**src/hw/rtl/assert_macros.svh**
```systemverilog
// Assertion macros used by the core RTL file to check its own behavior.
`ifndef ASSERT_MACROS_SVH
`define ASSERT_MACROS_SVH

// Checks that cons holds in the same cycle whenever ante holds.
`define WHFE_ASSERT_IMP(lbl, clk, rst, ante, cons, msg) \
  lbl: assert property (@(posedge clk) disable iff (rst) (ante) |-> (cons)) \
    else $error(msg);

// Checks that cons holds in the cycle after ante holds.
`define WHFE_ASSERT_NEXT(lbl, clk, rst, ante, cons, msg) \
  lbl: assert property (@(posedge clk) disable iff (rst) (ante) |=> (cons)) \
    else $error(msg);

`endif

```
**src/hw/rtl/whfe_pkg.sv**
```systemverilog
// Types and constants shared by the 802.11 header field extractor.
package whfe_pkg;

  localparam int MAX_SSID_BYTES = 32;
  localparam int MAX_ELEMENTS   = 6;
  localparam int SSID_AW        = $clog2(MAX_SSID_BYTES);
  localparam int BANK_AW        = SSID_AW + 1;
  localparam int ELEM_CW        = $clog2(MAX_ELEMENTS + 1);

  localparam logic [11:0] POS_MAX = 12'hFFF;

  localparam logic [1:0] TYPE_MGMT = 2'd0;
  localparam logic [1:0] TYPE_CTRL = 2'd1;
  localparam logic [1:0] TYPE_DATA = 2'd2;
  localparam logic [1:0] TYPE_EXT  = 2'd3;

  localparam logic [3:0] SUB_PROBE_RESP = 4'd5;
  localparam logic [3:0] SUB_BEACON     = 4'd8;

  localparam logic [7:0] EID_SSID    = 8'd0;
  localparam logic [7:0] EID_CHANNEL = 8'd3;

  localparam logic [2:0] DIR_NONE   = 3'd0;
  localparam logic [2:0] DIR_ADHOC  = 3'd1;
  localparam logic [2:0] DIR_TO_STA = 3'd2;
  localparam logic [2:0] DIR_TO_AP  = 3'd3;
  localparam logic [2:0] DIR_WDS    = 3'd4;

  localparam logic CFG_SKIP   = 1'b0;
  localparam logic CFG_OFFSET = 1'b1;

  typedef enum logic [2:0] {
    PH_IDLE,
    PH_ID,
    PH_LEN,
    PH_BODY,
    PH_CHAN,
    PH_DONE
  } walk_phase_t;

  typedef struct packed {
    logic [1:0]  frame_type;
    logic [3:0]  frame_subtype;
    logic        protected_frame;
    logic        frame_valid;
    logic [2:0]  data_direction;
    logic [47:0] dest_addr;
    logic [47:0] src_addr;
    logic [47:0] bss_addr;
    logic [7:0]  channel;
    logic [5:0]  ssid_length;
  } frame_sum_t;

  typedef struct packed {
    logic               en;
    logic [BANK_AW-1:0] addr;
    logic [7:0]         data;
  } ssid_wr_t;

endpackage

```
**src/hw/rtl/whfe_in_if.sv**
```systemverilog
// Byte channel carrying captured frame bytes into the extractor.
interface whfe_in_if;
  logic       valid;
  logic       ready;
  logic [7:0] frame_byte;
  logic       frame_end;

  modport source (output valid, output frame_byte, output frame_end, input ready);
  modport sink (input valid, input frame_byte, input frame_end, output ready);
endinterface

```
**src/hw/rtl/whfe_out_if.sv**
```systemverilog
// Result channel carrying the per-frame header fields and SSID bytes.
interface whfe_out_if;
  logic        valid;
  logic        ready;
  logic [1:0]  frame_type;
  logic [3:0]  frame_subtype;
  logic        protected_frame;
  logic        frame_valid;
  logic [2:0]  data_direction;
  logic [47:0] dest_addr;
  logic [47:0] src_addr;
  logic [47:0] bss_addr;
  logic [7:0]  channel;
  logic [5:0]  ssid_length;
  logic [7:0]  ssid_byte;
  logic        last_of_run;

  modport source (
    output valid, output frame_type, output frame_subtype, output protected_frame,
    output frame_valid, output data_direction, output dest_addr, output src_addr,
    output bss_addr, output channel, output ssid_length, output ssid_byte,
    output last_of_run, input ready
  );
  modport sink (
    input valid, input frame_type, input frame_subtype, input protected_frame,
    input frame_valid, input data_direction, input dest_addr, input src_addr,
    input bss_addr, input channel, input ssid_length, input ssid_byte,
    input last_of_run, output ready
  );
endinterface

```
**src/hw/rtl/wlan_header_field_extractor_core.sv**
```systemverilog
// Top level of the 802.11 header field extractor: parser, summary queue, result sequencer.
// The frame channel takes one captured byte per beat, frame_end set on the last byte.
// The first descriptor_skip bytes of each frame are skipped; elements are walked from
// elements_offset for beacons and probe responses. Configuration is written through
// cfg_we, cfg_index and cfg_data. The user must write it only while the block is idle;
// the block itself does not enforce this. Input rate is one byte per cycle while the
// summary queue is not full; the parser keeps no byte in a buffer. On the final byte
// the frame summary enters a two-entry queue; the queue write and the registered SSID
// bank read lie before its first result beat. A frame gives one result beat per SSID
// byte kept, or one beat when no SSID was kept, one per cycle while result.ready holds.
// Up to two finished frames wait for the result channel; when the receiver stalls the
// output register holds its beat, and once both summary entries are taken frame.ready
// drops until the oldest run has been issued.
// Reset clears the configuration to its defaults (skip 0, offset 36), the per-frame
// parser state and the queue; no clearing pass is needed.
`include "assert_macros.svh"

module wlan_header_field_extractor_core (
  input  logic        clk,
  input  logic        rst,
  input  logic        cfg_we,
  input  logic        cfg_index,
  input  logic [7:0]  cfg_data,
  whfe_in_if.sink     frame,
  whfe_out_if.source  result
);
  import whfe_pkg::*;

  logic       push;
  logic       pop;
  logic       q_full;
  logic       q_empty;
  logic       wr_bank;
  logic       rd_bank;
  frame_sum_t push_data;
  frame_sum_t head;
  ssid_wr_t   ssid_wr;

  whfe_front u_front (
    .clk       (clk),
    .rst       (rst),
    .cfg_we    (cfg_we),
    .cfg_index (cfg_index),
    .cfg_data  (cfg_data),
    .frame     (frame),
    .q_full    (q_full),
    .wr_bank   (wr_bank),
    .push      (push),
    .push_data (push_data),
    .ssid_wr   (ssid_wr)
  );

  whfe_queue u_queue (
    .clk       (clk),
    .rst       (rst),
    .push      (push),
    .push_data (push_data),
    .pop       (pop),
    .full      (q_full),
    .empty     (q_empty),
    .head      (head),
    .wr_bank   (wr_bank),
    .rd_bank   (rd_bank)
  );

  whfe_back u_back (
    .clk     (clk),
    .rst     (rst),
    .empty   (q_empty),
    .head    (head),
    .rd_bank (rd_bank),
    .ssid_wr (ssid_wr),
    .pop     (pop),
    .result  (result)
  );

  `WHFE_ASSERT_IMP(a_no_push_when_full, clk, rst, push, !q_full,
                   "summary pushed into a full queue")
  `WHFE_ASSERT_IMP(a_no_ssid_single_beat, clk, rst,
                   result.valid && (result.ssid_length == 6'd0),
                   result.last_of_run && (result.ssid_byte == 8'd0),
                   "run without SSID is not a single zero beat")
  `WHFE_ASSERT_IMP(a_invalid_no_addr, clk, rst, result.valid && !result.frame_valid,
                   (result.dest_addr == 48'd0) && (result.src_addr == 48'd0) &&
                   (result.bss_addr == 48'd0) && (result.data_direction == DIR_NONE),
                   "invalid frame reports addresses")
  `WHFE_ASSERT_IMP(a_dir_only_data, clk, rst,
                   result.valid && (result.data_direction != DIR_NONE),
                   result.frame_type == TYPE_DATA,
                   "direction reported for a non-data frame")
  `WHFE_ASSERT_NEXT(a_pop_frees_slot, clk, rst, pop && !push, !q_full,
                    "queue still full after a run was issued")

endmodule

```
**src/hw/rtl/whfe_front.sv**
```systemverilog
// Byte parser: header capture, element walk and SSID collection per frame.
module whfe_front (
  input  logic                 clk,
  input  logic                 rst,
  input  logic                 cfg_we,
  input  logic                 cfg_index,
  input  logic [7:0]           cfg_data,
  whfe_in_if.sink              frame,
  input  logic                 q_full,
  input  logic                 wr_bank,
  output logic                 push,
  output whfe_pkg::frame_sum_t push_data,
  output whfe_pkg::ssid_wr_t   ssid_wr
);
  import whfe_pkg::*;

  logic [7:0]         descriptor_skip;
  logic [7:0]         elements_offset;

  logic [11:0]        byte_position, byte_position_next;
  logic [15:0]        control_word, control_word_next;
  logic [47:0]        address_one, address_one_next;
  logic [47:0]        address_two, address_two_next;
  logic [47:0]        address_three, address_three_next;
  walk_phase_t        walk_phase, walk_phase_next;
  logic [7:0]         element_id, element_id_next;
  logic [5:0]         element_remaining, element_remaining_next;
  logic [ELEM_CW-1:0] element_count, element_count_next;
  logic [7:0]         channel_found, channel_found_next;
  logic [5:0]         ssid_count, ssid_count_next;
  logic               ssid_terminated, ssid_terminated_next;

  logic        take_byte;
  logic        in_hdr;
  logic        step;
  logic [11:0] hdr_pos;
  logic        start_walk;
  logic        take_ok;
  logic [7:0]  b;
  logic [1:0]  ds;

  assign b          = frame.frame_byte;
  assign frame.ready = !q_full;
  assign take_byte  = frame.valid && frame.ready;
  assign in_hdr     = (byte_position != POS_MAX) &&
                      (byte_position >= {4'd0, descriptor_skip});
  assign step       = take_byte && in_hdr;
  assign hdr_pos    = byte_position - {4'd0, descriptor_skip};
  assign take_ok    = element_count < ELEM_CW'(MAX_ELEMENTS);
  assign start_walk = (hdr_pos == {4'd0, elements_offset}) && (elements_offset >= 8'd2) &&
                      (control_word[3:2] == TYPE_MGMT) &&
                      ((control_word[7:4] == SUB_BEACON) ||
                       (control_word[7:4] == SUB_PROBE_RESP));
  assign push       = take_byte && frame.frame_end;

  always_comb begin
    walk_phase_next = walk_phase;
    if (step) begin
      case (walk_phase)
        PH_IDLE: begin
          if (start_walk) begin
            walk_phase_next = take_ok ? PH_LEN : PH_DONE;
          end
        end
        PH_ID: walk_phase_next = take_ok ? PH_LEN : PH_DONE;
        PH_LEN: begin
          if (b > 8'(MAX_SSID_BYTES)) begin
            walk_phase_next = PH_DONE;
          end else if (element_id == EID_CHANNEL) begin
            walk_phase_next = PH_CHAN;
          end else begin
            walk_phase_next = (b != 8'd0) ? PH_BODY : PH_ID;
          end
        end
        PH_BODY: begin
          if (element_remaining == 6'd1) begin
            walk_phase_next = PH_ID;
          end
        end
        PH_CHAN: walk_phase_next = PH_DONE;
        default: walk_phase_next = walk_phase;
      endcase
    end
  end

  always_comb begin
    byte_position_next     = byte_position;
    control_word_next      = control_word;
    address_one_next       = address_one;
    address_two_next       = address_two;
    address_three_next     = address_three;
    element_id_next        = element_id;
    element_remaining_next = element_remaining;
    element_count_next     = element_count;
    channel_found_next     = channel_found;
    ssid_count_next        = ssid_count;
    ssid_terminated_next   = ssid_terminated;
    ssid_wr.en             = 1'b0;
    ssid_wr.addr           = {wr_bank, ssid_count[SSID_AW-1:0]};
    ssid_wr.data           = b;

    if (take_byte && (byte_position != POS_MAX)) begin
      byte_position_next = byte_position + 12'd1;
    end

    if (step) begin
      if (hdr_pos == 12'd0) begin
        control_word_next[7:0] = b;
      end else if (hdr_pos == 12'd1) begin
        control_word_next[15:8] = b;
      end else if ((hdr_pos >= 12'd4) && (hdr_pos <= 12'd9)) begin
        address_one_next = {address_one[39:0], b};
      end else if ((hdr_pos >= 12'd10) && (hdr_pos <= 12'd15)) begin
        address_two_next = {address_two[39:0], b};
      end else if ((hdr_pos >= 12'd16) && (hdr_pos <= 12'd21)) begin
        address_three_next = {address_three[39:0], b};
      end

      case (walk_phase)
        PH_IDLE, PH_ID: begin
          if (((walk_phase == PH_ID) || start_walk) && take_ok) begin
            element_count_next = element_count + ELEM_CW'(1);
            element_id_next    = b;
          end
        end
        PH_LEN: begin
          if ((b <= 8'(MAX_SSID_BYTES)) && (element_id != EID_CHANNEL)) begin
            element_remaining_next = b[5:0];
            if (element_id == EID_SSID) begin
              ssid_count_next      = 6'd0;
              ssid_terminated_next = 1'b0;
            end
          end
        end
        PH_BODY: begin
          element_remaining_next = element_remaining - 6'd1;
          if ((element_id == EID_SSID) && !ssid_terminated) begin
            if (b == 8'd0) begin
              ssid_terminated_next = 1'b1;
            end else if (ssid_count < 6'(MAX_SSID_BYTES)) begin
              ssid_wr.en      = 1'b1;
              ssid_count_next = ssid_count + 6'd1;
            end
          end
        end
        PH_CHAN: channel_found_next = b;
        default: channel_found_next = channel_found;
      endcase
    end
  end

  // The summary reflects the state after the final byte has been taken in.
  always_comb begin
    ds                        = {control_word_next[8], control_word_next[9]};
    push_data.frame_type      = control_word_next[3:2];
    push_data.frame_subtype   = control_word_next[7:4];
    push_data.protected_frame = control_word_next[14];
    push_data.frame_valid     = control_word_next[3:2] != TYPE_EXT;
    push_data.data_direction  = DIR_NONE;
    push_data.dest_addr       = 48'd0;
    push_data.src_addr        = 48'd0;
    push_data.bss_addr        = 48'd0;
    push_data.channel         = channel_found_next;
    push_data.ssid_length     = ssid_count_next;
    case (control_word_next[3:2])
      TYPE_MGMT: begin
        push_data.dest_addr = address_one_next;
        push_data.src_addr  = address_two_next;
        push_data.bss_addr  = address_three_next;
      end
      TYPE_CTRL: push_data.dest_addr = address_one_next;
      TYPE_DATA: begin
        case (ds)
          2'd0: begin
            push_data.data_direction = DIR_ADHOC;
            push_data.dest_addr      = address_one_next;
            push_data.src_addr       = address_two_next;
            push_data.bss_addr       = address_three_next;
          end
          2'd1: begin
            push_data.data_direction = DIR_TO_STA;
            push_data.dest_addr      = address_one_next;
            push_data.src_addr       = address_three_next;
            push_data.bss_addr       = address_two_next;
          end
          2'd2: begin
            push_data.data_direction = DIR_TO_AP;
            push_data.dest_addr      = address_three_next;
            push_data.src_addr       = address_two_next;
            push_data.bss_addr       = address_one_next;
          end
          default: push_data.data_direction = DIR_WDS;
        endcase
      end
      default: push_data.data_direction = DIR_NONE;
    endcase
  end

  always_ff @(posedge clk) begin
    if (rst) begin
      descriptor_skip <= 8'd0;
      elements_offset <= 8'd36;
    end else if (cfg_we) begin
      case (cfg_index)
        CFG_SKIP:   descriptor_skip <= cfg_data;
        CFG_OFFSET: elements_offset <= cfg_data;
        default:    descriptor_skip <= descriptor_skip;
      endcase
    end
  end

  always_ff @(posedge clk) begin
    if (rst || push) begin
      byte_position     <= 12'd0;
      control_word      <= 16'd0;
      address_one       <= 48'd0;
      address_two       <= 48'd0;
      address_three     <= 48'd0;
      walk_phase        <= PH_IDLE;
      element_id        <= 8'd0;
      element_remaining <= 6'd0;
      element_count     <= '0;
      channel_found     <= 8'd0;
      ssid_count        <= 6'd0;
      ssid_terminated   <= 1'b0;
    end else begin
      byte_position     <= byte_position_next;
      control_word      <= control_word_next;
      address_one       <= address_one_next;
      address_two       <= address_two_next;
      address_three     <= address_three_next;
      walk_phase        <= walk_phase_next;
      element_id        <= element_id_next;
      element_remaining <= element_remaining_next;
      element_count     <= element_count_next;
      channel_found     <= channel_found_next;
      ssid_count        <= ssid_count_next;
      ssid_terminated   <= ssid_terminated_next;
    end
  end

endmodule

```
**src/hw/rtl/whfe_queue.sv**
```systemverilog
// Two-entry queue of frame summaries; each entry owns one SSID bank.
module whfe_queue (
  input  logic                 clk,
  input  logic                 rst,
  input  logic                 push,
  input  whfe_pkg::frame_sum_t push_data,
  input  logic                 pop,
  output logic                 full,
  output logic                 empty,
  output whfe_pkg::frame_sum_t head,
  output logic                 wr_bank,
  output logic                 rd_bank
);
  import whfe_pkg::*;

  localparam logic [1:0] Q_EMPTY = 2'd0;
  localparam logic [1:0] Q_FULL  = 2'd2;

  frame_sum_t entry [2];
  logic       wr_ptr;
  logic       rd_ptr;
  logic [1:0] count;

  assign full    = count == Q_FULL;
  assign empty   = count == Q_EMPTY;
  assign head    = entry[rd_ptr];
  assign wr_bank = wr_ptr;
  assign rd_bank = rd_ptr;

  always_ff @(posedge clk) begin
    if (rst) begin
      wr_ptr <= 1'b0;
      rd_ptr <= 1'b0;
      count  <= Q_EMPTY;
    end else begin
      if (push) begin
        wr_ptr <= ~wr_ptr;
      end
      if (pop) begin
        rd_ptr <= ~rd_ptr;
      end
      case ({push, pop})
        2'b10:   count <= count + 2'd1;
        2'b01:   count <= count - 2'd1;
        default: count <= count;
      endcase
    end
  end

  always_ff @(posedge clk) begin
    if (push) begin
      entry[wr_ptr] <= push_data;
    end
  end

endmodule

```
**src/hw/rtl/whfe_back.sv**
```systemverilog
// Result sequencer: SSID bank memory and the registered output stage.
module whfe_back (
  input  logic                 clk,
  input  logic                 rst,
  input  logic                 empty,
  input  whfe_pkg::frame_sum_t head,
  input  logic                 rd_bank,
  input  whfe_pkg::ssid_wr_t   ssid_wr,
  output logic                 pop,
  whfe_out_if.source           result
);
  import whfe_pkg::*;

  logic [7:0]         ssid_mem [1 << BANK_AW];
  logic [7:0]         ssid_rd;
  logic [SSID_AW-1:0] run_index;
  logic               out_valid;
  frame_sum_t         out_sum;
  logic               out_last;
  logic               issue;
  logic               last_issue;

  assign issue      = !empty && (!out_valid || result.ready);
  assign last_issue = (head.ssid_length == 6'd0) ||
                      (({1'b0, run_index} + 6'd1) == head.ssid_length);
  assign pop        = issue && last_issue;

  always_ff @(posedge clk) begin
    if (ssid_wr.en) begin
      ssid_mem[ssid_wr.addr] <= ssid_wr.data;
    end
  end

  always_ff @(posedge clk) begin
    if (issue) begin
      ssid_rd <= ssid_mem[{rd_bank, run_index}];
    end
  end

  always_ff @(posedge clk) begin
    if (rst) begin
      out_valid <= 1'b0;
      run_index <= '0;
    end else if (issue) begin
      out_valid <= 1'b1;
      run_index <= last_issue ? '0 : run_index + SSID_AW'(1);
    end else if (result.ready) begin
      out_valid <= 1'b0;
    end
  end

  always_ff @(posedge clk) begin
    if (issue) begin
      out_sum  <= head;
      out_last <= last_issue;
    end
  end

  assign result.valid           = out_valid;
  assign result.frame_type      = out_sum.frame_type;
  assign result.frame_subtype   = out_sum.frame_subtype;
  assign result.protected_frame = out_sum.protected_frame;
  assign result.frame_valid     = out_sum.frame_valid;
  assign result.data_direction  = out_sum.data_direction;
  assign result.dest_addr       = out_sum.dest_addr;
  assign result.src_addr        = out_sum.src_addr;
  assign result.bss_addr        = out_sum.bss_addr;
  assign result.channel         = out_sum.channel;
  assign result.ssid_length     = out_sum.ssid_length;
  assign result.ssid_byte       = (out_sum.ssid_length == 6'd0) ? 8'd0 : ssid_rd;
  assign result.last_of_run     = out_last;

endmodule

```
**src/flat_wrapper.sv**
```systemverilog
// flat-port wrapper written by rule: the top's interface ports become plain ports
module wlan_header_field_extractor_core_flat import whfe_pkg::*;
  (clk, rst, cfg_we, cfg_index, cfg_data, frame_valid, frame_frame_byte, frame_frame_end, frame_ready, result_valid, result_frame_type, result_frame_subtype, result_protected_frame, result_frame_valid, result_data_direction, result_dest_addr, result_src_addr, result_bss_addr, result_channel, result_ssid_length, result_ssid_byte, result_last_of_run, result_ready);
  whfe_in_if frame_i ();
  whfe_out_if result_i ();
  input  logic clk;
  input  logic rst;
  input  logic cfg_we;
  input  logic cfg_index;
  input  logic [7:0] cfg_data;
  input wire logic [$bits(frame_i.valid)-1:0] frame_valid;
  input wire logic [$bits(frame_i.frame_byte)-1:0] frame_frame_byte;
  input wire logic [$bits(frame_i.frame_end)-1:0] frame_frame_end;
  output wire logic [$bits(frame_i.ready)-1:0] frame_ready;
  output wire logic [$bits(result_i.valid)-1:0] result_valid;
  output wire logic [$bits(result_i.frame_type)-1:0] result_frame_type;
  output wire logic [$bits(result_i.frame_subtype)-1:0] result_frame_subtype;
  output wire logic [$bits(result_i.protected_frame)-1:0] result_protected_frame;
  output wire logic [$bits(result_i.frame_valid)-1:0] result_frame_valid;
  output wire logic [$bits(result_i.data_direction)-1:0] result_data_direction;
  output wire logic [$bits(result_i.dest_addr)-1:0] result_dest_addr;
  output wire logic [$bits(result_i.src_addr)-1:0] result_src_addr;
  output wire logic [$bits(result_i.bss_addr)-1:0] result_bss_addr;
  output wire logic [$bits(result_i.channel)-1:0] result_channel;
  output wire logic [$bits(result_i.ssid_length)-1:0] result_ssid_length;
  output wire logic [$bits(result_i.ssid_byte)-1:0] result_ssid_byte;
  output wire logic [$bits(result_i.last_of_run)-1:0] result_last_of_run;
  input wire logic [$bits(result_i.ready)-1:0] result_ready;
  assign frame_i.valid = frame_valid;
  assign frame_i.frame_byte = frame_frame_byte;
  assign frame_i.frame_end = frame_frame_end;
  assign frame_ready = frame_i.ready;
  assign result_valid = result_i.valid;
  assign result_frame_type = result_i.frame_type;
  assign result_frame_subtype = result_i.frame_subtype;
  assign result_protected_frame = result_i.protected_frame;
  assign result_frame_valid = result_i.frame_valid;
  assign result_data_direction = result_i.data_direction;
  assign result_dest_addr = result_i.dest_addr;
  assign result_src_addr = result_i.src_addr;
  assign result_bss_addr = result_i.bss_addr;
  assign result_channel = result_i.channel;
  assign result_ssid_length = result_i.ssid_length;
  assign result_ssid_byte = result_i.ssid_byte;
  assign result_last_of_run = result_i.last_of_run;
  assign result_i.ready = result_ready;
  wlan_header_field_extractor_core u_core (.clk(clk), .rst(rst), .cfg_we(cfg_we), .cfg_index(cfg_index), .cfg_data(cfg_data), .frame(frame_i), .result(result_i));
endmodule
```
**config.mk**
```make
export PLATFORM = sky130hd
export DESIGN_NAME = wlan_header_field_extractor_core_flat
export DESIGN_NICKNAME = d
export VERILOG_FILES = /design/src/hw/rtl/whfe_pkg.sv /design/src/hw/rtl/whfe_in_if.sv /design/src/hw/rtl/whfe_out_if.sv /design/src/hw/rtl/wlan_header_field_extractor_core.sv /design/src/hw/rtl/whfe_front.sv /design/src/hw/rtl/whfe_queue.sv /design/src/hw/rtl/whfe_back.sv /design/src/flat_wrapper.sv
export VERILOG_INCLUDE_DIRS = /design/src /design/src/hw/rtl
export SDC_FILE = /design/constraint.sdc
export NUM_CORES = 1
export LEC_CHECK = 0
export ABC_AREA = 1
export BUFFER_PORTS_ARGS = -buffer_cell sky130_fd_sc_hd__buf_2
export CELL_PAD_IN_SITES_DETAIL_PLACEMENT = 1
export CELL_PAD_IN_SITES_GLOBAL_PLACEMENT = 1
export CORE_ASPECT_RATIO = 1.2
export CORE_MARGIN = 2
export CORE_UTILIZATION = 25
export DETAILED_ROUTE_END_ITERATION = 12
export PLACE_DENSITY_LB_ADDON = 0.08
export SKIP_LAST_GASP = 1
export SYNTH_ARGS = -nofsm -noshare
export SYNTH_HDL_FRONTEND = slang
export SYNTH_SLANG_ARGS = --single-unit
```
**constraint.sdc**
```tcl
create_clock -name clk -period 15.1 [get_ports clk]
set_input_delay 3.02 -clock clk [delete_from_list [all_inputs] [get_ports clk]]
set_output_delay 3.02 -clock clk [all_outputs]
set_load 0.1 [all_outputs]
```
# After elaboration in Yosys (flattened, before gate mapping)
# Memory sizes are Yosys's and may differ from the RTL's. A register that Yosys moved wholly into a read port is not among the register bits.
# Index checks and enable logic that the tools add are counted.
# Widths: inputs -> output; s select.
# classes
eq_ne	27
n_div	0
add_sub_neg	9
magnitude_cmp	12
n_reduce_logical	50
multipliers	0
n_mux	63
bitwise_logic	4
shifts	0
# op_table
cell	count
$mux 48	15
$pmux 144 s3	1
$pmux 96 s2	1
$pmux 48 s2	1
$mux 6	7
$mux 8	4
$le 12x4->1 const B	2
$pmux 6 s2	2
$mux 3	6
$mux 1	17
$logic_and 1x1->1	16
$logic_not 8->1	2
$mux 15	1
$pmux 3 s5	1
$mux 7	2
$ne 2x2->1 const B	7
$add 12x1->12 const B	1
$eq 12x1->1 const B	1
$eq 12x8->1	1
$ge 12x3->1 const B	1
$ge 12x4->1 const B	1
$ge 12x5->1 const B	1
$ge 12x8->1	1
$le 12x5->1 const B	1
45 further kinds	72
# totals
mem_count	2
out_inout_bits	180
input_bits	23
latch_bits	0
ramBits	850
register_bits	402
elab_cells	199
mem_bits_ro	0
# memory_table
name	depth	width	rd	rd_ports_with_merged_regs	write_ports	line	text
u_core.u_back.ssid_mem	64	8	1	1	1	whfe_back.sv:14	logic [7:0] ssid_mem [1 << BANK_AW];
u_core.u_queue.entry	2	169	1	1	1	whfe_queue.sv:19	frame_sum_t entry [2];

# Logic depth before layout (Yosys ltp)
# Gate-level depths: netlist of run 1.
# depth
depth_word	11
ltp_mapped	28
depth_no_buf	24

# By module
# Synthesis of run 1 repeated with hierarchy kept, for this count alone.
# unflattened
hier_cells	5149
area_unflattened_um2	54136.9
# by_module_without_submodules
module	n_inst	cells_per_inst	area_each_um2
whfe_back	1	2053	26853.3
whfe_front	1	2537	14443.9
whfe_queue	1	559	12839.8

# Worst setup path before layout of run 1
# Ideal clock, no wire load.
# synth_path
kind	in2reg
start	input port result_ready
end	register u_core.u_queue.count[1]
setup_slack_ps	432
required_ps	15030
cell_stages	10
setup_time_ps	70
t_arrival_ps	14598
cell_sequence	nor2_1 -> a21oi_1 -> inv_1 -> nor2_1 -> ha_1 -> inv_1 -> nand2_1 -> nor2_1 -> o21ai_0 -> a21oi_1
# synth_via
elab_chain_cells	5
elab_cells_between_ends	7
classes_between	2 x eq/ne; 1 x mux; 4 x reduce/logical
# synth_lines
element	line	text
start: declaration	flat_wrapper.sv:28	input wire logic [$bits(result_i.ready)-1:0] result_ready;
$logic_or 1x1->1 (*)	whfe_back.sv:23	assign issue = !empty && (!out_valid || result.ready);
$logic_and 1x1->1 (*)	whfe_back.sv:23	
via u_core.u_back.issue	whfe_back.sv:20	logic issue;
$logic_and 1x1->1 (*)	whfe_back.sv:26	assign pop = issue && last_issue;
via u_core.pop	wlan_header_field_extractor_core.sv:30	logic pop;
$eq 2x1->1 / $eq 2x2->1 (equally long branches)	whfe_queue.sv:42	case ({push, pop})
$pmux 2 s2 / $reduce_bool 2->1 (equally long branches)	-	
end signal: assignment	whfe_queue.sv:43	2'b10: count <= count + 2'd1;
end signal: assignment	whfe_queue.sv:44	2'b01: count <= count - 2'd1;
end signal: assignment	whfe_queue.sv:45	default: count <= count;
end: declaration	whfe_queue.sv:22	logic [1:0] count;
# The timed path passes the listed nets; every way through them passes the cells marked *.
# A chain may end at the register's enable or synchronous reset.

# Final worst setup path of run 1
# layout_path
start	input port frame_frame_byte[3]
end	memory u_core.u_back.ssid_mem[2][5] (enable)
# layout_via
elab_chain_cells	7
# layout_lines
element	line	text
start: declaration	flat_wrapper.sv:12	input wire logic [$bits(frame_i.frame_byte)-1:0] frame_frame_byte;
$logic_not 8->1	whfe_front.sv:138	if (b == 8'd0) begin
$mux 1	whfe_front.sv:138	
$mux 1	whfe_front.sv:137	if ((element_id == EID_SSID) && !ssid_terminated) begin
$mux 1	whfe_front.sv:119	case (walk_phase)
$mux 1	whfe_front.sv:106	if (step) begin
$mux 1	whfe_back.sv:29	if (ssid_wr.en) begin
$mux 1 (implied by the code)	whfe_back.sv:30	ssid_mem[ssid_wr.addr] <= ssid_wr.data;
end: declaration	whfe_back.sv:14	
# Every way passes these cells.

==> results of run 1 <==
[state kept, by name (all words and copies together), names as in the netlist, 9 cells and up, named ones only]
| signal | count |
|---|---|
| u_core.u_front.address_one | 48 |
| u_core.u_front.byte_position | 12 |
| u_core.u_back.ssid_mem | 512 |
| u_core.u_front.address_three | 48 |
| u_core.u_queue.entry | 338 |
| u_core.u_front.address_two | 48 |
| u_core.u_back.result.dest_addr | 48 |
| u_core.u_front.control_word | 9 |
| u_core.u_back.result.src_addr | 48 |
| u_core.u_back.result.bss_addr | 48 |
[layer usage]
metal / global-route usage [%] / routed length (um) / up-vias
met5: 0 / 0 / -
met4: 5.92 / 5940 / 0
met3: 2.13 / 4570 / 211
met2: 32.1 / 98700 / 503
met1: 21.3 / 81000 / 17474
li1: - / - / 16428
[power groups by stage]
stage	Sequential [W]	Clock (W)	Combinational (W)
floorplan	0.00423	0	0.000261
global placement	0.00393	0	0.000793
detailed placement	0.00393	0	0.000791
CTS	0.00386	0.00381	0.000793
global route	0.00387	0.00393	0.000821
finish	0.00386	0.00368	0.000773
[synth_stat cells, drive strengths merged]
cell / instances / area (um2)
o41ai: 1 / 8.76
o21a: 1 / 7.51
a221oi: 2 / 17.5
a21boi: 2 / 18.8
a211oi: 3 / 22.5
nand4: 64 / 400
xor2: 14 / 130
nor3b: 1 / 7.51
or3: 1 / 6.26
nor2: 302 / 1180
o22ai: 1 / 6.26
edfxtp: 1028 / 30900
ha: 19 / 238
nor4: 3 / 18.8
dfxtp: 227 / 4540
a22oi: 1 / 7.51
fa: 1 / 20.0
or2: 11 / 68.8
mux2: 164 / 1850
buf: 71 / 472
nand3: 319 / 1650
clkinv: 3 / 11.3
nor3: 17 / 95.1
clkbuf: 178 / 669
a21oi: 333 / 1670
o21ai: 258 / 1430
o221ai: 128 / 1120
xnor2: 5 / 43.8
and2: 48 / 303
o31ai: 1 / 7.51
inv: 409 / 1540
o211ai: 31 / 233
nand2: 939 / 3620
[path summary, 6_finish.rpt]
check	endpoint	cells past startpoint	slack [ns]	from
hold reg to reg	u_core.u_front.element_id[7]	2	0.46	u_core.u_front.element_id[7]
setup reg to reg	u_core.u_queue.entry[1][153]	23	9.68	u_core.u_front.byte_position[0]
hold / removal	u_core.u_front.element_id[7]	2	0.46	u_core.u_front.element_id[7]
setup / recovery	u_core.u_back.ssid_mem[2][5]	12	8.64	frame_frame_byte[3]
[critical path: stages]
cell and delay [ns]:
buf_2 0.11, buf_4 0.46, inv_1 0.23, nand2_1 0.12, nor2_1 0.05, nand2_1 0.10, nor2_1 0.09, nor3_1 0.49
nand3_1 0.20, nor2_1 0.26, nand3_1 0.77, nor2_1 0.93
[metrics by stage]
step	worst slack, ns	utilization, %	hold slack, ns
after floorplan	0.432	-	0.435
after global placement	7.84	27.1	0.452
after detailed placement	7.72	27.1	0.456
after CTS	8.59	29.5	0.466
after global routing	8.27	29.5	0.492
final	8.64	29.5	0.462
[logic make-up (layout without fill, tap and decap cells)]
logic type	after synthesis	after routing	synth area share, %
flip-flops	1255	1255	67.7
adder cells (fa/ha/maj)	20	20	0.493
AO/OA/AOI/OAI	762	762	8.71
multiplexers	164	164	3.53
XOR/XNOR	19	19	0.333
buffers and inverters	661	951	5.15
AND/OR/NAND/NOR	1705	1705	14.1
other	0	5	0
[final cells by class]
type	count	share of cell area [%]
clock buffers	197	6.59
inverters	412	2.54
diodes	5	0.0204
repair buffers	264	2.47
well taps	2775	5.67
multi-input cells	2670	23.3
clock inverters	78	1.56
flip-flops and latches	1255	57.8
==> reports/qor.yml, run 1 <==
fmaxAchievable_mhz: 155
arrival_ns: 6.86
start_kind: "input pin"
most-common-layout-cells: "1,028 x edfxtp_1, 904 x nand2_1, 354 x inv_1, 331 x a21oi_1, 313 x nand3_1"
grt_overflow: 0
track_usage_pct: 17.6
seqPwrFrac_pct: 46.4
dpl_cell_area_um2: 56300
dr.pass1.iters: 6
peakVddDrop_mv: 0.112
antenna_found_initial: 7
coreArea_um2: 208000
power_density_nw_per_um2: 136
numCtsBuffers: 147
hold_viol: 0
drive_gt1_share_pct: 16.7
cts_tree: "done"
tightest_slew_ns: 1.04
rows: 183
period_share_pct: 42.8
cts_resized: 0
hp-class: "reg -> reg"
setup_viol: 0
final_nets: 4793
final_common_cell: "edfxtp_1"
fin_crit_ns: 6.46
grt_pass1_vias: 36616
dieArea_um2: 213000
port_buffers: 202
ctsHoldBuffers: 0
synth_cell_type_count: 57
fin_cells: 7656
crit_required_ns: 15.50
cts_setup_buffers: 0
p_leak_nw: 21.7
drc: 0
clockRootBuffer: "clkbuf_16"
multi_input_area_um2: 14300
pwr-share-comb_pct: 9.3
max-cap-violations: 0
max_slew_margin_pct: 30.4
synth_seq_cells: 1255
io_pins: 203
p_sw_share_pct: 27.0
pwr-share-clk_pct: 44.3
outcome: "finished clean"
internal_power_w: 0.00607
via_per_inst: 4.52
grt_max_degree: 130
switching_power_w: 0.00224
avgRoutedWirePerCell_um: 24.8
fp.dieW_um: 422
finClkSkew_ns: 0.0546
syn-num-nets: 4629
tns_ns: 0
via_count: 34616
place_inst: 7376
syn_to_final_growth_pct: 17.2
yosysSeqAreaShare_pct: 67.7
path_class: "in -> reg"
cp-end-kind: "flip-flop"
die_height_um: 505
grt_pass1_wl_um: 272000
synth.avg_cell_area_um2: 11.4
crit_path_max_fanout: 38
ys.warnings.count: 0
synth_area_um2: 52300
n_fill_cell: 22894
clkSinkCount: 1255
first_iter_violations: 2003
ant_nets: 0
clk_pin_slew_worst_paths_ns: 0.06
stdcell_area_um2: 61300
gp_congestion: 0.792
syn_inst: 4586
wl_um: 190000
initial_utilization_pct: 25.2
p_total_w: 0.00832
dp_hpwl_um: 124000
htree_levels: 4
final_max_slew_viol_count: 0
cts_max_path_buffers: 3
clk_latency_ns: 0.82
regArea_um2: 35400
grt_setup_unrepaired: "no"
Power figures use the tool's default switching activity.
==> run 2: changes to the inputs <==
--- a/config.mk
+++ b/config.mk
@@ -6,7 +6,7 @@
 export SDC_FILE = /design/constraint.sdc
 export NUM_CORES = 1
 export LEC_CHECK = 0
-export ABC_AREA = 1
+export ABC_AREA = 0
 export BUFFER_PORTS_ARGS = -buffer_cell sky130_fd_sc_hd__buf_2
 export CELL_PAD_IN_SITES_DETAIL_PLACEMENT = 1
 export CELL_PAD_IN_SITES_GLOBAL_PLACEMENT = 1
==> constraint.sdc (replaced) <==
create_clock -name clk -period 6.65 [get_ports clk]
set_input_delay 1.33 -clock clk [delete_from_list [all_inputs] [get_ports clk]]
set_output_delay 1.33 -clock clk [all_outputs]
set_load 0.1 [all_outputs]
==> reports/qor.yml, run 2 <==
cts_resized: 0  # unchanged
start_kind: "flip-flop"
cp-end-kind: "flip-flop"
dpl_cell_area_um2: 52800  # -6.2%
period_share_pct: 91.6
setup_viol: 0  # unchanged
ys_async_sr_fraction_pct: 0  # unchanged
synth_cell_type_count: 65  # +14%
hold_viol: 0  # unchanged
cts_max_path_buffers: 3  # unchanged
final_common_cell: "edfxtp_1"
most-common-layout-cells: "1,028 x edfxtp_1, 275 x nor2_1, 223 x dfxtp_1, 202 x buf_2, 177 x mux2_2"
peakVddDrop_mv: 0.233  # +110%
crit_path_max_fanout: 63  # +66%
worstSetupStartpoint: "u_core.u_front.byte_position[0]"
finish.utilization_pct: 29.6  # +0.091 points
grt_setup_unrepaired: "no"
synth_top_flop_cell: "edfxtp_1"
tns_ns: 0  # unchanged
largest_register_ffs: 512  # unchanged
crit_family: "simple AND/OR/NAND/NOR gates"
clockRootBuffer: "clkbuf_16"
rows: 177  # -3.3%
io_pins: 203  # unchanged
synth_top_area_cell: "edfxtp_1"
ys.warnings.count: 0  # unchanged
critical-path-max-stage-delay_ns: 0.58  # -0.35 ns
ant_nets: 0  # unchanged
grt_pass1_vias: 28155  # -23%
critPathSlowestCell: "or4_1"
syn_inst: 2818  # -39%
dr.pass1.iters: 5  # -1
via_count: 25879  # -25%
syn_to_final_growth_pct: 17.8
initial_utilization_pct: 25.1  # -0.060 points
antenna_found_initial: 15  # +8
holdWs_ns: 0.466  # +0.00393 ns
fmaxAchievable_mhz: 164
die_height_um: 487  # -3.5%
final_nets: 3102  # -35%
finClkSkew_ns: 0.0292  # -0.0254 ns
first_iter_violations: 1322  # -34%
cts_tree: "done"
fp.dieW_um: 407  # -3.5%
numCtsBuffers: 145  # -1.4%
yosysSeqAreaShare_pct: 72.8  # +5.1 points
track_usage_pct: 15.4  # -2.2 points
via_per_inst: 4.48  # -0.92%
power_density_nw_per_um2: 323  # +140%
fin_crit_ns: 6.09
grt_overflow: 0  # unchanged
synth_area_um2: 48600  # -7.0%
avgRoutedWirePerCell_um: 26.6  # +6.9%
dp_hpwl_um: 101000  # -19%
clk_latency_ns: 0.78  # -0.04 ns
tightest_slew_ns: 1.20  # +0.164 ns
place_inst: 5506  # -25%
wl_um: 153000  # -19%
syn-num-nets: 2861  # -38%
fin_cells: 5777  # -25%
grt_max_degree: 110  # -15%
max_slew_margin_pct: 19.7  # -11 points
grt_pass1_wl_um: 216000  # -21%
arrival_ns: 6.65  # -0.21 ns
dieArea_um2: 198000  # -7.0%
p_leak_nw: 19.2  # -11%
synth_area_leaders: "edfxtp_1 63%, dfxtp_1 9.3%, mux4_2 7.8%"
hp-class: "reg -> reg"
largestRegisters: "u_core.u_back.ssid_mem x512, u_core.u_queue.entry x338"
synth_seq_cells: 1255  # unchanged
drive_gt1_share_pct: 26.1  # +9.4 points
worstHoldStart: "u_core.u_front.element_id[6]"
synth.most_common_cell: "edfxtp_1"
crit_required_ns: 7.21  # -8.29 ns
port_buffers: 202  # unchanged
clk_pin_slew_worst_paths_ns: 0.06  # about the same
worst-path-buf-inv: 3  # unchanged
clkSinkCount: 1255  # unchanged
outcome: "finished clean"
synth.avg_cell_area_um2: 17.3  # +51%
top_register: "u_core.u_back.ssid_mem"
synth_edf_count: 1028  # unchanged
max-cap-violations: 0  # unchanged
n_fill_cell: 20088  # -12%
r2r-start: "u_core.u_front.byte_position[0]"
synth_commonest_cells: "1,028 x edfxtp_1, 277 x nor2_1, 227 x dfxtp_1"
crit_chain: "inv_1, ha_1, fa_1, nand2b_1, a211oi_1, o31a_1, o22ai_1, nor3_1, nand3_1, or4_1, mux2i_1, inv_1, ha_1, or4_4, nand2_2, nand2_4, buf_12, o221ai_1"
gp_congestion: 0.750  # -5.4%
path_class: "reg -> reg"
htree_levels: 4  # unchanged
final_max_slew_viol_count: 0  # unchanged
synth_top_area_share_pct: 63.5  # +4.5 points
coreArea_um2: 194000  # -6.8%
stdcell_area_um2: 57300  # -6.5%
drc: 0  # unchanged
[run 2: changes by cell type after synthesis, sizes merged, moves of 96 or more]
| cell | change |
|---|---|
| mux2i | +168 |
| a21oi | -304 |
| nand3 | -293 |
| mux4 | +168 |
| o21ai | -223 |
| o22ai | +96 |
| nand2 | -866 |
| inv | -382 |
[run 2: metrics by stage]
| stage | total power (W) | setup WS [ns] |
|---|---|---|
| finish | 0.0185 | 0.559 |
| global route | 0.0192 | 0.150 |
| CTS | 0.0189 | 0.291 |
| detailed placement | 0.0111 | 0.330 |
| global placement | 0.0111 | 0.400 |
| floorplan | 0.0105 | -2.61 |
[run 2: final cells by class]
| class | instances | area, um2 | share of cell area, % |
|---|---|---|---|
| tap | 2595 | 3250 | 5.67 |
| multi-input combinational | 1374 | 12500 | 21.8 |
| antenna | 4 | 10.0 | 0.0175 |
| sequential | 1255 | 35400 | 61.8 |
| timing repair buffer | 256 | 1540 | 2.69 |
| clock buffer | 197 | 3920 | 6.85 |
| inverter | 27 | 109 | 0.190 |
| clock inverter | 69 | 541 | 0.943 |
[run 2: where the power goes]
group | switching, W | leakage, nW | internal, W
registers | 0.000146 | 11.6 | 0.00873
clock network | 0.00330 | 2.18 | 0.00435
logic | 0.00157 | 5.49 | 0.000424
[run 2: repair_timing]
item                                    CTS  global route
hold buffers                              0             0
endpoints found under the setup margin    0            18
buffers inserted                          0             0
[run 2: cell families (layout without fill, tap and decap cells)]
kind of cell,Yosys count,in the layout,synth area share [%]
AND/OR/NAND/NOR,555,555,5.34
AO/OA/AOI/OAI,251,252,3.54
adder cells (fa/ha/maj),20,20,0.530
other,0,4,0
multiplexers,513,513,15.3
flip-flops,1255,1255,72.8
XOR/XNOR,34,34,0.669
buffers and inverters,190,549,1.75
[run 2: metal layers]
metal  global-route usage (%)  part of all wire (%)  vias to the layer above
li1                         -                     -                    11490
met1                     18.9                    42                    13677
met2                     27.4                    52                      509
met3                     2.51                   3.5                      201
met4                     5.08                   3.0                        2
met5                        0                0.0046                        -
[run 2: worst register-to-register path, cell delays in order (launching register included)]
cell	delay [ns]
dfxtp_1	0.37
inv_1	0.08
ha_1	0.21
fa_1	0.48
nand2b_1	0.23
a211oi_1	0.33
o31a_1	0.17
o22ai_1	0.12
nor3_1	0.40
nand3_1	0.20
or4_1	0.58
mux2i_1	0.37
inv_1	0.13
ha_1	0.24
or4_4	0.56
nand2_2	0.31
nand2_4	0.36
buf_12	0.33
o221ai_1	0.42
[run 2: final timing paths]
check / slack [ns] / cells past startpoint / end
min: 0.47 / 2 / u_core.u_front.element_id[6]
max: 0.56 / 18 / u_core.u_queue.entry[1][54]
min reg2reg: 0.47 / 2 / u_core.u_front.element_id[6]
max reg2reg: 0.56 / 18 / u_core.u_queue.entry[1][54]
==> run 3: changes to the inputs <==
--- a/config.mk
+++ b/config.mk
@@ -7,12 +7,12 @@
 export NUM_CORES = 1
 export LEC_CHECK = 0
 export ABC_AREA = 0
-export BUFFER_PORTS_ARGS = -buffer_cell sky130_fd_sc_hd__buf_2
+export BUFFER_PORTS_ARGS = -buffer_cell sky130_fd_sc_hd__clkbuf_2
 export CELL_PAD_IN_SITES_DETAIL_PLACEMENT = 1
 export CELL_PAD_IN_SITES_GLOBAL_PLACEMENT = 1
 export CORE_ASPECT_RATIO = 1.2
 export CORE_MARGIN = 2
-export CORE_UTILIZATION = 25
+export CORE_UTILIZATION = 53
 export DETAILED_ROUTE_END_ITERATION = 12
 export PLACE_DENSITY_LB_ADDON = 0.08
 export SKIP_LAST_GASP = 1
==> reports/qor.yml, run 3 (synthesized netlist as in run 2, its figures left out) <==
outcome: "finished clean"
peakVddDrop_mv: 0.235  # +0.74%
p_leak_nw: 18.9  # -1.7%
antenna_found_initial: 1  # -14
cts_tree: "done"
cts_setup_buffers: 0  # unchanged
fin_cells: 4284  # -26%
hold_viol: 0  # unchanged
crit_path_max_fanout: 77  # +22%
clk_pin_slew_worst_paths_ns: 0.06  # about the same
fp.dieW_um: 281  # -31%
grt_busiest_layer: "met2"
start_kind: "flip-flop"
power_density_nw_per_um2: 322  # -0.29%
wl_um: 126000  # -18%
grt_pass1_vias: 27563  # -2.1%
die_height_um: 336  # -31%
dr.pass1.iters: 5  # unchanged
dp_hpwl_um: 82900  # -18%
via_count: 25867  # -0.046%
port_buffers: 202  # unchanged
syn_to_final_growth_pct: 12.6
via_per_inst: 6.04  # +35%
grtUsageMet3_pct: 3.26  # +0.75 points
ant_nets: 0  # unchanged
hp-class: "reg -> reg"
fin_crit_ns: 6.00  # -0.0946 ns
first_iter_violations: 2066  # +56%
grt_pass1_wl_um: 185000  # -14%
largest_register_ffs: 512  # unchanged
initial_utilization_pct: 53.5  # +28 points
clockRootBuffer: "clkbuf_16"
crit_required_ns: 7.14  # -0.07 ns
htree_levels: 3  # -1
holdWs_ns: 0.470  # +0.00403 ns
max-cap-violations: 0  # unchanged
final_max_slew_viol_count: 0  # unchanged
path_class: "reg -> reg"
clk_latency_ns: 0.70  # -0.08 ns
grt_setup_unrepaired: "no"
stdcell_area_um2: 54800  # -4.4%
grt_max_degree: 170  # +55%
place_inst: 4059  # -26%
n_fill_cell: 7994  # -60%
cts_max_path_buffers: 3  # unchanged
rows: 121  # -32%
track_usage_pct: 27.1  # +12 points
avgRoutedWirePerCell_um: 29.4  # +11%
top_register: "u_core.u_back.ssid_mem"
setup_viol: 0  # unchanged
arrival_ns: 6.49  # -0.16 ns
drc: 0  # unchanged
tightest_slew_ns: 1.17  # -0.0350 ns
largestRegisters: "u_core.u_back.ssid_mem x512, u_core.u_queue.entry x338"
most-common-layout-cells: "1,028 x edfxtp_1, 275 x nor2_1, 223 x dfxtp_1, 202 x clkbuf_2, 177 x mux2_2"
final_common_cell: "edfxtp_1"
dieArea_um2: 94200  # -52%
max_slew_margin_pct: 22.1  # +2.3 points
finClkSkew_ns: 0.0293  # +0.000116 ns
clkSinkCount: 1255  # unchanged
grt_overflow: 0  # unchanged
drive_gt1_share_pct: 25.3  # -0.80 points
grt_use_met1_pct: 32.2  # +13 points
dpl_cell_area_um2: 50800  # -3.8%
final_nets: 3056  # -1.5%
fmaxAchievable_mhz: 167  # +1.6%
cp-end-kind: "flip-flop"
cts_resized: 0  # unchanged
gp_congestion: 0.819  # +9.2%
coreArea_um2: 90800  # -53%
io_pins: 203  # unchanged
grt_util_met2_pct: 49.1  # +22 points
period_share_pct: 90.2  # -1.4 points
ctsHoldBuffers: 0  # unchanged
numCtsBuffers: 120  # -17%
run 3: cell types whose count changed in the layout (fill, tap and decap cells not counted), moves of 2 or more:
cell,delta
clkbuf_2,+202
buf_12,-4
clkinv_1,-12
clkbuf_1,-12
buf_4,-16
clkinv_8,-2
inv_6,-7
inv_16,-3
clkinv_2,+2
bufinv_16,+7
clkinvlp_4,+2
clkbuf_16,-21
buf_2,-202
run 3: metal layers:
metal  share of wire [%]  vias to the layer above
li1                    -                    11364
met1                  37                    13537
met2                  53                      759
met3                 4.4                      207
met4                 5.1                        0
met5                   0                        -
run 3: power by group:
group	switching, W	internal [W]
clock network	0.00289	0.00397
registers	0.000128	0.00872
logic	0.00153	0.000415
total	0.00454	0.0131
run 3: metrics by stage:
step	TNS, ns	util [%]	total power, W	setup WS [ns]
2_1_floorplan	-882.79	-	0.0105	-2.61
3_3_place_gp	0	55.9	0.0110	1.01
3_5_place_dp	0	55.9	0.0110	0.756
4_1_cts	0	60.3	0.0178	0.716
5_1_grt	0	60.3	0.0181	0.237
6_report	0	60.3	0.0176	0.654
run 3: final timing paths:
check / end / cells past startpoint / slack, ns / from
setup reg to reg: u_core.u_queue.entry[0][57] / 18 / 0.65 / u_core.u_front.byte_position[0]
hold / removal: u_core.u_front.element_id[7] / 2 / 0.47 / u_core.u_front.element_id[7]
setup / recovery: u_core.u_queue.entry[0][57] / 18 / 0.65 / u_core.u_front.byte_position[0]
hold reg to reg: u_core.u_front.element_id[7] / 2 / 0.47 / u_core.u_front.element_id[7]
run 3: area by class of cell:
class                      count  area (um2)  share of cell area [%]
sequential                  1255       35400                    64.7
tap                         1168        1460                    2.67
timing repair buffer         236        1340                    2.45
multi-input combinational   1373       12500                    22.8
antenna                        4        10.0                  0.0183
clock buffer                 163        3340                    6.10
clock inverter                58         616                    1.12
inverter                      27         109                   0.199
run 3: worst max-delay path, cell delays in order (launching register included):
cell and delay (ns):
dfxtp_1 0.37, inv_1 0.09, ha_1 0.21, fa_1 0.47, nand2b_1 0.23, a211oi_1 0.36, o31a_1 0.17, o22ai_1 0.11
nor3_1 0.42, nand3_1 0.16, or4_1 0.52, mux2i_1 0.38, inv_1 0.14, ha_1 0.26, or4_4 0.57, a21bo_4 0.48
buf_4 0.37, or2_0 0.25, o221ai_1 0.12
